### src/rtl/hps_pkg.sv
// Shared constants and types for the heading PID steering block.
// Used by heading_pid_steering and its port checker; no dependencies.
`timescale 1ns / 1ps

package hps_pkg;

    // Field widths
    localparam int HDG_W     = 12;
    localparam int ERR_W     = 12;
    localparam int CHG_W     = 13;
    localparam int TOTAL_W   = 32;
    localparam int PWM_W     = 16;
    localparam int GAIN_W    = 16;
    localparam int CFG_IDX_W = 3;
    localparam int CFG_DATA_W = 16;

    // Stream payload widths, padded to whole bytes
    localparam int IN_TDATA_W  = 16;
    localparam int OUT_FIELD_W = HDG_W + ERR_W + CHG_W + TOTAL_W + PWM_W;
    localparam int OUT_TDATA_W = ((OUT_FIELD_W + 7) / 8) * 8;

    // Default fractional bits of the Q8.8 gains
    localparam int GAIN_FRAC_BITS_DEF = 8;

    // One full and one half turn in tenths of a degree
    localparam int FULL_TURN = 3600;
    localparam int HALF_TURN = 1800;

    // Register indexes
    localparam logic [CFG_IDX_W-1:0] CFG_DECLINATION = 3'd0;
    localparam logic [CFG_IDX_W-1:0] CFG_TARGET      = 3'd1;
    localparam logic [CFG_IDX_W-1:0] CFG_GAIN_PROP   = 3'd2;
    localparam logic [CFG_IDX_W-1:0] CFG_GAIN_RATE   = 3'd3;
    localparam logic [CFG_IDX_W-1:0] CFG_GAIN_INT    = 3'd4;
    localparam logic [CFG_IDX_W-1:0] CFG_NEUTRAL     = 3'd5;

    // Register reset values
    localparam logic signed [HDG_W-1:0] DECLINATION_RST = 12'sd85;
    localparam logic [HDG_W-1:0]        TARGET_RST      = 12'd2700;
    localparam logic [GAIN_W-1:0]       GAIN_PROP_RST   = 16'd256;
    localparam logic [GAIN_W-1:0]       GAIN_RATE_RST   = 16'd0;
    localparam logic [GAIN_W-1:0]       GAIN_INT_RST    = 16'd0;
    localparam logic [PWM_W-1:0]        NEUTRAL_RST     = 16'd1500;

    typedef logic signed [ERR_W-1:0]   err_t;
    typedef logic signed [CHG_W-1:0]   chg_t;
    typedef logic signed [TOTAL_W-1:0] total_t;

endpackage

### src/rtl/heading_pid_steering.sv
// PID steering controller on compass heading: top level.
// Depends on hps_pkg for widths, register indexes and reset values.
`timescale 1ns / 1ps

// Usage
//   s_axis: one magnetic heading per transfer, tdata[11:0] in tenths of a degree.
//   m_axis: one result per input item: corrected heading, wrapped error, error
//           change, saturated error sum and steering pulse width.
//   cfg:    register writes (index, data), always ready; write only while idle.
// Timing
//   Four register stages: input, error/sum, products, result; one item per
//   cycle is sustained while m_axis_tready stays high. The product stage
//   (three multipliers) sets the stage count.
// Reset
//   rst_n clears all stage valids, the previous error and the error sum, and
//   loads the register defaults.
// Back-pressure
//   Each stage moves on when the next is empty or moving, so bubbles collapse;
//   with the result register held by m_axis_tready low, upstream stages keep
//   filling until all four are full, then s_axis_tready drops.
module heading_pid_steering #(
    parameter int GAIN_FRAC_BITS = hps_pkg::GAIN_FRAC_BITS_DEF
) (
    input  logic                              clk,
    input  logic                              rst_n,
    // [11:0] heading_tenths, [15:12] zero
    input  logic [hps_pkg::IN_TDATA_W-1:0]    s_axis_tdata,
    input  logic                              s_axis_tvalid,
    output logic                              s_axis_tready,
    // [11:0] true_heading, [23:12] heading_error, [36:24] error_change,
    // [68:37] error_total, [84:69] steering_pwm, [87:85] zero
    output logic [hps_pkg::OUT_TDATA_W-1:0]   m_axis_tdata,
    output logic                              m_axis_tvalid,
    input  logic                              m_axis_tready,
    input  logic                              cfg_valid,
    output logic                              cfg_ready,
    input  logic [hps_pkg::CFG_IDX_W-1:0]     cfg_index,
    input  logic [hps_pkg::CFG_DATA_W-1:0]    cfg_data
);
    import hps_pkg::*;

    localparam int SUM_W  = TOTAL_W + 1;
    localparam int PP_W   = GAIN_W + 1 + ERR_W;
    localparam int PR_W   = GAIN_W + 1 + CHG_W;
    localparam int PI_W   = GAIN_W + 1 + TOTAL_W;
    localparam int ACC_W  = PI_W + 2;
    localparam int PWMX_W = ACC_W + 1;
    localparam int WIDE_W = HDG_W + 2;

    localparam logic signed [SUM_W-1:0] SUM_MAX = SUM_W'(64'sh7FFF_FFFF);
    localparam logic signed [SUM_W-1:0] SUM_MIN = -SUM_W'(64'sh8000_0000);
    localparam logic signed [PWMX_W-1:0] PWM_TOP = PWMX_W'((64'd1 << PWM_W) - 1);

    // Configuration registers
    logic signed [HDG_W-1:0] decl_reg;
    logic [HDG_W-1:0]        target_reg;
    logic [GAIN_W-1:0]       gain_prop_reg;
    logic [GAIN_W-1:0]       gain_rate_reg;
    logic [GAIN_W-1:0]       gain_int_reg;
    logic [PWM_W-1:0]        neutral_reg;

    // Controller state
    err_t   last_error_reg;
    total_t error_acc_reg;

    // Stage valids and ready chain
    logic v1_reg, v2_reg, v3_reg, vo_reg;
    logic rdy1, rdy2, rdy3, rdy_o;

    // Stage 1: input register
    logic [HDG_W-1:0] hdg_reg;

    // Stage 2: heading, error and sum
    logic signed [WIDE_W-1:0] th_raw, th_wrap, err_raw, err_wrap;
    logic [HDG_W-1:0]         th_next, th2_reg;
    err_t                     err_next, err2_reg;
    chg_t                     chg_next, chg2_reg;
    logic signed [SUM_W-1:0]  sum_raw;
    total_t                   sum_next, sum2_reg;

    // Stage 3: products
    logic signed [PP_W-1:0] pp_next, pp_reg;
    logic signed [PR_W-1:0] pr_next, pr_reg;
    logic signed [PI_W-1:0] pi_next, pi_reg;
    logic [HDG_W-1:0]       th3_reg;
    err_t                   err3_reg;
    chg_t                   chg3_reg;
    total_t                 sum3_reg;

    // Result stage
    logic signed [ACC_W-1:0]  acc_sum, acc_shift;
    logic signed [PWMX_W-1:0] pwm_wide;
    logic [PWM_W-1:0]         pwm_next;
    logic [OUT_FIELD_W-1:0]   out_next, out_reg;

    assign rdy_o = !vo_reg || m_axis_tready;
    assign rdy3  = !v3_reg || rdy_o;
    assign rdy2  = !v2_reg || rdy3;
    assign rdy1  = !v1_reg || rdy2;

    assign s_axis_tready = rdy1;
    assign cfg_ready     = 1'b1;

    always_ff @(posedge clk or negedge rst_n)
    begin
        if (!rst_n)
        begin
            decl_reg      <= DECLINATION_RST;
            target_reg    <= TARGET_RST;
            gain_prop_reg <= GAIN_PROP_RST;
            gain_rate_reg <= GAIN_RATE_RST;
            gain_int_reg  <= GAIN_INT_RST;
            neutral_reg   <= NEUTRAL_RST;
        end
        else if (cfg_valid)
        begin
            case (cfg_index)
                CFG_DECLINATION: decl_reg      <= cfg_data[HDG_W-1:0];
                CFG_TARGET:      target_reg    <= cfg_data[HDG_W-1:0];
                CFG_GAIN_PROP:   gain_prop_reg <= cfg_data[GAIN_W-1:0];
                CFG_GAIN_RATE:   gain_rate_reg <= cfg_data[GAIN_W-1:0];
                CFG_GAIN_INT:    gain_int_reg  <= cfg_data[GAIN_W-1:0];
                CFG_NEUTRAL:     neutral_reg   <= cfg_data[PWM_W-1:0];
                default:         ;
            endcase
        end
    end

    // Heading correction and error wrap: one step by a full turn covers
    // every input pattern.
    always_comb
    begin
        th_raw = WIDE_W'($signed({2'b00, hdg_reg})) + WIDE_W'(decl_reg);
        if (th_raw < 0)
            th_wrap = th_raw + WIDE_W'(FULL_TURN);
        else if (th_raw >= WIDE_W'(FULL_TURN))
            th_wrap = th_raw - WIDE_W'(FULL_TURN);
        else
            th_wrap = th_raw;
        th_next = th_wrap[HDG_W-1:0];

        err_raw = $signed({2'b00, target_reg}) - $signed({2'b00, th_next});
        if (err_raw > WIDE_W'(HALF_TURN))
            err_wrap = err_raw - WIDE_W'(FULL_TURN);
        else if (err_raw < -WIDE_W'(HALF_TURN))
            err_wrap = err_raw + WIDE_W'(FULL_TURN);
        else
            err_wrap = err_raw;
        err_next = err_wrap[ERR_W-1:0];

        chg_next = CHG_W'(err_next) - CHG_W'(last_error_reg);

        sum_raw = SUM_W'(error_acc_reg) + SUM_W'(err_next);
        if (sum_raw > SUM_MAX)
            sum_next = SUM_MAX[TOTAL_W-1:0];
        else if (sum_raw < SUM_MIN)
            sum_next = SUM_MIN[TOTAL_W-1:0];
        else
            sum_next = sum_raw[TOTAL_W-1:0];
    end

    assign pp_next = $signed({1'b0, gain_prop_reg}) * err2_reg;
    assign pr_next = $signed({1'b0, gain_rate_reg}) * chg2_reg;
    assign pi_next = $signed({1'b0, gain_int_reg}) * sum2_reg;

    // Floor shift of the product sum, then neutral minus output, clamped
    always_comb
    begin
        acc_sum   = ACC_W'(pp_reg) + ACC_W'(pr_reg) + ACC_W'(pi_reg);
        acc_shift = acc_sum >>> GAIN_FRAC_BITS;
        pwm_wide  = $signed({{(PWMX_W-PWM_W){1'b0}}, neutral_reg}) - PWMX_W'(acc_shift);
        if (pwm_wide < 0)
            pwm_next = '0;
        else if (pwm_wide > PWM_TOP)
            pwm_next = '1;
        else
            pwm_next = pwm_wide[PWM_W-1:0];
        out_next = {pwm_next, sum3_reg, chg3_reg, err3_reg, th3_reg};
    end

    always_ff @(posedge clk or negedge rst_n)
    begin
        if (!rst_n)
        begin
            v1_reg         <= 1'b0;
            v2_reg         <= 1'b0;
            v3_reg         <= 1'b0;
            vo_reg         <= 1'b0;
            last_error_reg <= '0;
            error_acc_reg  <= '0;
        end
        else
        begin
            if (rdy1)
                v1_reg <= s_axis_tvalid;
            if (rdy2)
                v2_reg <= v1_reg;
            if (rdy3)
                v3_reg <= v2_reg;
            if (rdy_o)
                vo_reg <= v3_reg;
            // state moves once per item, as it leaves the input register
            if (v1_reg && rdy2)
            begin
                last_error_reg <= err_next;
                error_acc_reg  <= sum_next;
            end
        end
    end

    always_ff @(posedge clk)
    begin
        if (s_axis_tvalid && rdy1)
            hdg_reg <= s_axis_tdata[HDG_W-1:0];
        if (v1_reg && rdy2)
        begin
            th2_reg  <= th_next;
            err2_reg <= err_next;
            chg2_reg <= chg_next;
            sum2_reg <= sum_next;
        end
        if (v2_reg && rdy3)
        begin
            pp_reg   <= pp_next;
            pr_reg   <= pr_next;
            pi_reg   <= pi_next;
            th3_reg  <= th2_reg;
            err3_reg <= err2_reg;
            chg3_reg <= chg2_reg;
            sum3_reg <= sum2_reg;
        end
        if (v3_reg && rdy_o)
            out_reg <= out_next;
    end

    assign m_axis_tvalid = vo_reg;
    assign m_axis_tdata  = {{(OUT_TDATA_W-OUT_FIELD_W){1'b0}}, out_reg};

endmodule

### config.mk
export PLATFORM = sky130hd
export DESIGN_NAME = heading_pid_steering
export DESIGN_NICKNAME = d
export VERILOG_FILES = /design/src/rtl/hps_pkg.sv /design/src/rtl/heading_pid_steering.sv
export SDC_FILE = /design/constraint.sdc
export NUM_CORES = 2
export LEC_CHECK = 0
export ABC_CLOCK_PERIOD_IN_PS = 16280
export BUFFER_PORTS_ARGS = -buffer_cell sky130_fd_sc_hd__buf_2
export CAP_MARGIN = 20
export CORE_ASPECT_RATIO = 0.9
export CORE_UTILIZATION = 70
export CTS_BUF_LIST = sky130_fd_sc_hd__clkbuf_16
export CTS_CLUSTER_SIZE = 20
export DETAILED_ROUTE_END_ITERATION = 12
export GPL_TIMING_DRIVEN = 0
export PLACE_DENSITY = 0.88
export SLEW_MARGIN = 40
export SYNTH_ARGS = -nofsm -noshare
export SYNTH_HDL_FRONTEND = slang
export SYNTH_SLANG_ARGS = --single-unit
### constraint.sdc
create_clock -name clk -period 16.28 [get_ports clk]
set_input_delay 0.814 -clock clk [delete_from_list [all_inputs] [get_ports clk]]
set_output_delay 0.814 -clock clk [all_outputs]
set_load 0.02 [all_outputs]
# ---- After elaboration in Yosys (flattened, before gate mapping)
# Index checks and enable logic that the tools add are counted.
dict set report word_totals {
  reg_bits 479
  input_bits 40
  output_inout_bits 91
}
dict set report op_classes {
  add_sub_neg 11
  n_mul 3
  order_cmp 8
  n_eq_ne 5
  mux 7
  n_reduce_logical 19
}
# cell n
set op_table {}
lappend op_table {{32-bit two-way mux} 2}
lappend op_table {{31-bit by 49-bit adder with 50-bit output} 1}
lappend op_table {{17-bit by 32-bit multiplier with 49-bit output} 1}
lappend op_table {{12-bit two-way mux} 4}
lappend op_table {{43-bit by 17-bit greater-than comparator with 1-bit output (second input constant)} 1}
lappend op_table {{43-bit by 1-bit less-than comparator with 1-bit output (second input constant)} 1}
lappend op_table {{17-bit by 42-bit subtractor with 43-bit output} 1}
lappend op_table {{32-bit by 12-bit adder with 33-bit output} 1}
lappend op_table {{33-bit by 32-bit greater-than comparator with 1-bit output (second input constant)} 1}
lappend op_table {{33-bit by 32-bit less-than comparator with 1-bit output (second input constant)} 1}
lappend op_table {{29-bit by 30-bit adder with 31-bit output} 1}
lappend op_table {{17-bit by 13-bit multiplier with 30-bit output} 1}
lappend op_table {{17-bit by 12-bit multiplier with 29-bit output} 1}
lappend op_table {{12-bit by 12-bit subtractor with 13-bit output} 2}
lappend op_table {{12-bit by 10-bit adder with 12-bit output (second input constant)} 2}
lappend op_table {{12-bit by 10-bit subtractor with 12-bit output (second input constant)} 2}
lappend op_table {{16-bit two-way mux} 1}
lappend op_table {{13-bit by 12-bit adder with 14-bit output} 1}
lappend op_table {{14-bit by 13-bit >= comparator with 1-bit output (second input constant)} 1}
lappend op_table {{14-bit by 1-bit less-than comparator with 1-bit output (second input constant)} 1}
lappend op_table {{13-bit by 12-bit greater-than comparator with 1-bit output (second input constant)} 1}
lappend op_table {{13-bit by 12-bit less-than comparator with 1-bit output (second input constant)} 1}
lappend op_table {{2-bit AND reduction} 6}
lappend op_table {{3-bit by 2-bit equality test with 1-bit output (second input constant)} 2}
lappend op_table {{other kinds (6)} 16}

# ---- Longest topological paths before layout
dict set report logic_depth {
  depth_word 12
  depth_mapped 44
  depth_no_buf 42
}

# ---- Worst setup path before layout
# OpenSTA, ideal clock, no wires.
dict set report synth_path {
  path_kind {reg-to-reg}
  from {register decl_reg[0]}
  to {register error_acc_reg[10]}
  setup_ps 125
  t_arrival_ps 8882
  slack_ps 7273
  stages_incl_launch_ff 41
  path_buffers 2
  period_less_slack_ps 9007
  path_cell_list {dfstp_2 -> ha_1 -> fa_1 -> a21o_1 -> a21oi_1 -> xnor2_1 -> inv_1 -> ha_1 -> o2111ai_1 -> o21bai_1 -> a211oi_1 -> or3_1 -> a21boi_0 -> nor2_1 -> a21oi_1 -> xnor2_1 -> inv_1 -> ha_1 -> [5 not listed] -> a2bb2oi_2 -> o311ai_0 -> o21a_1 -> ha_1 -> a21o_1 -> a21o_1 -> a21oi_1 -> nand2b_1 -> nand4_1 -> a311oi_1 -> o21bai_1 -> a211o_1 -> o21ba_2 -> clkbuf_1 -> nor2_1 -> clkbuf_1 -> a21oi_1 -> mux2_2}
}
dict set report synth_between {
  elab_chain_cells 12
  elab_cells_between_ends 19
  classes_between {7 x add/sub; 6 x order compare; 6 x mux}
}
# item line_no
set synth_rtl {}
lappend synth_rtl {{start, declared} heading_pid_steering.sv:55} ;# logic signed [HDG_W-1:0] decl_reg;
lappend synth_rtl {{start signal, assigned} heading_pid_steering.sv:118} ;# CFG_DECLINATION: decl_reg <= cfg_data[HDG_W-1:0];
lappend synth_rtl {{13-bit by 12-bit adder with 14-bit output (*)} heading_pid_steering.sv:133} ;# th_raw = WIDE_W'($signed({2'b00, hdg_reg})) + WIDE_W'(decl_reg);
lappend synth_rtl {{12-bit by 10-bit subtractor with 12-bit output / 14-bit by 13-bit >= comparator with 1-bit output (equally long branches)} {heading_pid_steering.sv:137, heading_pid_steering.sv:136}}
lappend synth_rtl {{12-bit two-way mux} heading_pid_steering.sv:136} ;# else if (th_raw >= WIDE_W'(FULL_TURN))
lappend synth_rtl {{12-bit two-way mux (*)} heading_pid_steering.sv:134} ;# if (th_raw < 0)
lappend synth_rtl {{named net th_wrap[8]} heading_pid_steering.sv:74} ;# logic signed [WIDE_W-1:0] th_raw, th_wrap, err_raw, err_wrap;
lappend synth_rtl {{12-bit by 12-bit subtractor with 13-bit output (*)} heading_pid_steering.sv:142} ;# err_raw = $signed({2'b00, target_reg}) - $signed({2'b00, th_next});
lappend synth_rtl {{12-bit by 10-bit adder with 12-bit output / 13-bit by 12-bit less-than comparator with 1-bit output (equally long branches)} {heading_pid_steering.sv:146, heading_pid_steering.sv:145}}
lappend synth_rtl {{12-bit two-way mux} heading_pid_steering.sv:145} ;# else if (err_raw < -WIDE_W'(HALF_TURN))
lappend synth_rtl {{12-bit two-way mux (*)} heading_pid_steering.sv:143} ;# if (err_raw > WIDE_W'(HALF_TURN))
lappend synth_rtl {{named net err_wrap[11]} heading_pid_steering.sv:74}
lappend synth_rtl {{32-bit by 12-bit adder with 33-bit output (*)} heading_pid_steering.sv:153} ;# sum_raw = SUM_W'(error_acc_reg) + SUM_W'(err_next);
lappend synth_rtl {{33-bit by 32-bit less-than comparator with 1-bit output} heading_pid_steering.sv:156} ;# else if (sum_raw < SUM_MIN)
lappend synth_rtl {{32-bit two-way mux} heading_pid_steering.sv:156}
lappend synth_rtl {{32-bit two-way mux (*)} heading_pid_steering.sv:154} ;# if (sum_raw > SUM_MAX)
lappend synth_rtl {{named net sum_next[10]} heading_pid_steering.sv:79} ;# total_t sum_next, sum2_reg;
lappend synth_rtl {{end signal, assigned} heading_pid_steering.sv:206} ;# error_acc_reg <= sum_next;
lappend synth_rtl {{end, declared} heading_pid_steering.sv:64} ;# total_t error_acc_reg;
# The timed path passes the listed nets; every way through them passes the cells marked *.
# A chain may end at the register's enable or synchronous reset.

# ---- Worst setup path in the final report
dict set report layout_path {
  from {register hdg_reg[0]}
  to {register error_acc_reg[11]}
}
dict set report layout_between {
  elab_chain_cells 12
  elab_cells_between_ends 19
  classes_between {7 x add/sub; 6 x order compare; 6 x mux}
}
# item line_no
set layout_rtl {}
lappend layout_rtl {{start, declared} heading_pid_steering.sv:71} ;# logic [HDG_W-1:0] hdg_reg;
lappend layout_rtl {{start signal, assigned} heading_pid_steering.sv:214} ;# hdg_reg <= s_axis_tdata[HDG_W-1:0];
lappend layout_rtl {{13-bit by 12-bit adder with 14-bit output (*)} heading_pid_steering.sv:133}
lappend layout_rtl {{12-bit by 10-bit subtractor with 12-bit output / 14-bit by 13-bit >= comparator with 1-bit output (equally long branches)} {heading_pid_steering.sv:137, heading_pid_steering.sv:136}}
lappend layout_rtl {{12-bit two-way mux} heading_pid_steering.sv:136}
lappend layout_rtl {{12-bit two-way mux (*)} heading_pid_steering.sv:134}
lappend layout_rtl {{named net th_wrap[10]} heading_pid_steering.sv:74}
lappend layout_rtl {{12-bit by 12-bit subtractor with 13-bit output (*)} heading_pid_steering.sv:142}
lappend layout_rtl {{13-bit by 12-bit less-than comparator with 1-bit output} heading_pid_steering.sv:145}
lappend layout_rtl {{12-bit two-way mux} heading_pid_steering.sv:145}
lappend layout_rtl {{12-bit two-way mux (*)} heading_pid_steering.sv:143}
lappend layout_rtl {{named net err_wrap[4]} heading_pid_steering.sv:74}
lappend layout_rtl {{32-bit by 12-bit adder with 33-bit output (*)} heading_pid_steering.sv:153}
lappend layout_rtl {{33-bit by 32-bit less-than comparator with 1-bit output} heading_pid_steering.sv:156}
lappend layout_rtl {{32-bit two-way mux} heading_pid_steering.sv:156}
lappend layout_rtl {{32-bit two-way mux (*)} heading_pid_steering.sv:154}
lappend layout_rtl {{named net sum_next[11]} heading_pid_steering.sv:79}
# Marks and branches as above.

==> metrics.txt <==
io pins=between 100 and 150; Yosys reg bits=between 400 and 500; met1 Use GR=between 50% and 60%; worst skew pair latency=0.67 ns; Core ar.=approximately 78000 µm²; total clock buffers created by CTS=between 50 and 60; GRT Max-Usage Layer=met2; clock transition at the registers of the reported paths=about 0.070 ns; Final Max Slew Viols=0; worst path arrival time=around 12 ns; fmax=about 0.086 GHz; RSZ-0062 raised after global routing=no; max reg flops=85; setup violators final=0; WL/cell=around 23 µm; Yosys warnings=0; clock buffer depth=3; Worst Hold Class=in2async; Final Hold Fails=0; router iterations before antenna repair=6; TritonCTS clock tree=done; initial drt markers=3915; GRT met3 Usage=between 10 and 15%; Tmin final=11.58 ns; most common cell in the netlist=inv_1; Synth area leaders=fa_1 (31%), edfxtp_1 (19%), ha_1 (10%); Fillers=just under 5000; Mean Syn Cell Area=about 10 µm²; pre-CTS setup slack=a little under 5 ns; row cnt=slightly below 100; Async SR Flop Fraction=roughly 28%; Layout area overhead=7.68%; list of most frequent post-synthesis cells=inv_1 (975), fa_1 (837), nand2_1 (667), ha_1 (442), and2_1 (363); r2r setup slk=4.70 ns; Yosys top cell by area=fa_1; final global-route overflow total=0; first-pass GRT wire length=about 230000 µm; Syn Inst Count=between 5000 and 6000; Residual DRC=0; Tot GR Track Use=between 30 and 40%; status=finished clean; Final WS setup=~4.7 ns; Synth Flop Type=edfxtp_1; EDFF count, synth=around 340; hpwl dp=about 120000 µm; worst-margin pin slew=between 1 and 1.5 ns; sequential area share after synthesis=approximately a quarter; clock root buffer=clkbuf_16; vias per inst=around 6; grt met2 use=~60%; Vias=40300; GPL Wtd Cong=1.01; number of setup buffers added after CTS=0; Crit Path Max Fanout=10; Fin Setup TNS=0 ns; CTS Sinks=between 400 and 500; die height=268 µm; Worst Path Required=between 15 and 20 ns; Buf/Inv on CP=3; mapped cell area=about 55000 µm²; final wirelength=151000 µm; initial core utilization=roughly 71%; MaxCap Viol Count=0; die footprint=around 80000 µm²; CTS Hold Bufs=0; number of global-route vias before repair=around 42000; post-route ant nets=0; Synth cell types=100; most frequent CP cell=a21oi_1; Crit. End Element=flip-flop; Top Family by Delay on Critical Path=compound AO/OA/AOI/OAI gates; H-tree Lvls=2; period utilization=71.1%; startpoint types=flip-flop; Yosys top cell area share=30.5%; slew margin rel.=between 30% and 40%; critical path type=reg2reg; PostCTS Resize Cnt=0; PortBufs=between 100 and 150; chip width=about 300 µm; max incr delay on CP=0.59 ns; Layout Nets=roughly 7000; largest net degree at the start of global routing=63; initial antenna violation count=14; layout cells sized above 1=roughly 7.6%; Slowest-stage cell, CP=xnor2_1; Clock Skews=0.0493 ns
==> cell type report <==
class | count | area (µm²) | area share (%)
Multi-Input combinational cell | 3701 | 36900 | 62.4
Sequential cell | 479 | 13700 | 23.2
Inverter | 977 | 3670 | 6.20
Clock buffer | 52 | 1300 | 2.20
Tap cell | 1039 | 1300 | 2.20
Timing Repair Buffer | 140 | 1010 | 1.70
Buffer | 174 | 694 | 1.17
Clock inverter | 46 | 469 | 0.793
Antenna cell | 19 | 47.5 | 0.0804
==> metrics by stage <==
stage / util (%) / hold slack [ns] / cell area (µm²) / cells
floorplan: - / 0.400 / 54900 / 5331
global placement: 73.1 / 0.402 / 56800 / 6491
detailed placement: 73.6 / 0.405 / 57300 / 6510
CTS: 75.9 / 0.0147 / 59000 / 6608
global route: 76.0 / 0.0275 / 59100 / 6610
finish: 76.0 / 0.0216 / 59100 / 6627
==> cell usage in the layout (no fill, tap or decap), types with 17 or more instances in the layout <==
cell,instances
o21a_1,28
and3_1,23
clkbuf_1,164
clkbuf_16,52
mux2_2,114
buf_2,123
a21oi_1,188
nand4_1,20
or3_1,19
a21o_1,66
o31ai_1,17
ha_1,442
nand2_1,667
o21bai_1,34
nor2_1,126
o211ai_1,18
nand3_1,41
nand2b_1,51
edfxtp_1,343
xor2_1,55
o21ai_0,103
inv_1,983
nor3_1,47
nor2b_1,34
xnor2_1,145
dfrtp_1,119
dfstp_2,17
diode_2,19
and2_1,362
fa_1,837
==> metal layers <==
metal / share of wire, % / vias up / routed length, µm
li1: - / 17400 / -
met1: 37 / 19800 / 55500
met2: 45 / 2515 / 67400
met3: 14 / 483 / 20700
met4: 4.6 / 6 / 6920
met5: 0.025 / - / 38
==> worst paths after layout <==
| path | cells past startpoint | to | start |
|---|---|---|---|
| setup / recovery | 39 | error_acc_reg[11] | hdg_reg[0] |
| hold / removal | 1 | neutral_reg[14] | rst_n |
| setup reg to reg | 39 | error_acc_reg[11] | hdg_reg[0] |
| hold reg to reg | 0 | out_reg[50] | sum3_reg[13] |
| max in group asynchronous | 3 | decl_reg[0] | rst_n |
| min in group clk | 1 | hdg_reg[11] | s_axis_tdata[11] |
==> logic make-up after synthesis <==
family,after synthesis,share of synthesized area [%]
mux,127,2.60
simple gates,1471,13.2
other cells,2,0.0137
compound gates,610,7.37
buf+inv,1151,7.94
flops,479,25.0
fa+ha+maj,1283,40.7
xor+xnor,206,3.29
Power is not shown: default switching activity piles up to over one toggle a cycle in this logic, so the estimate is an artifact.
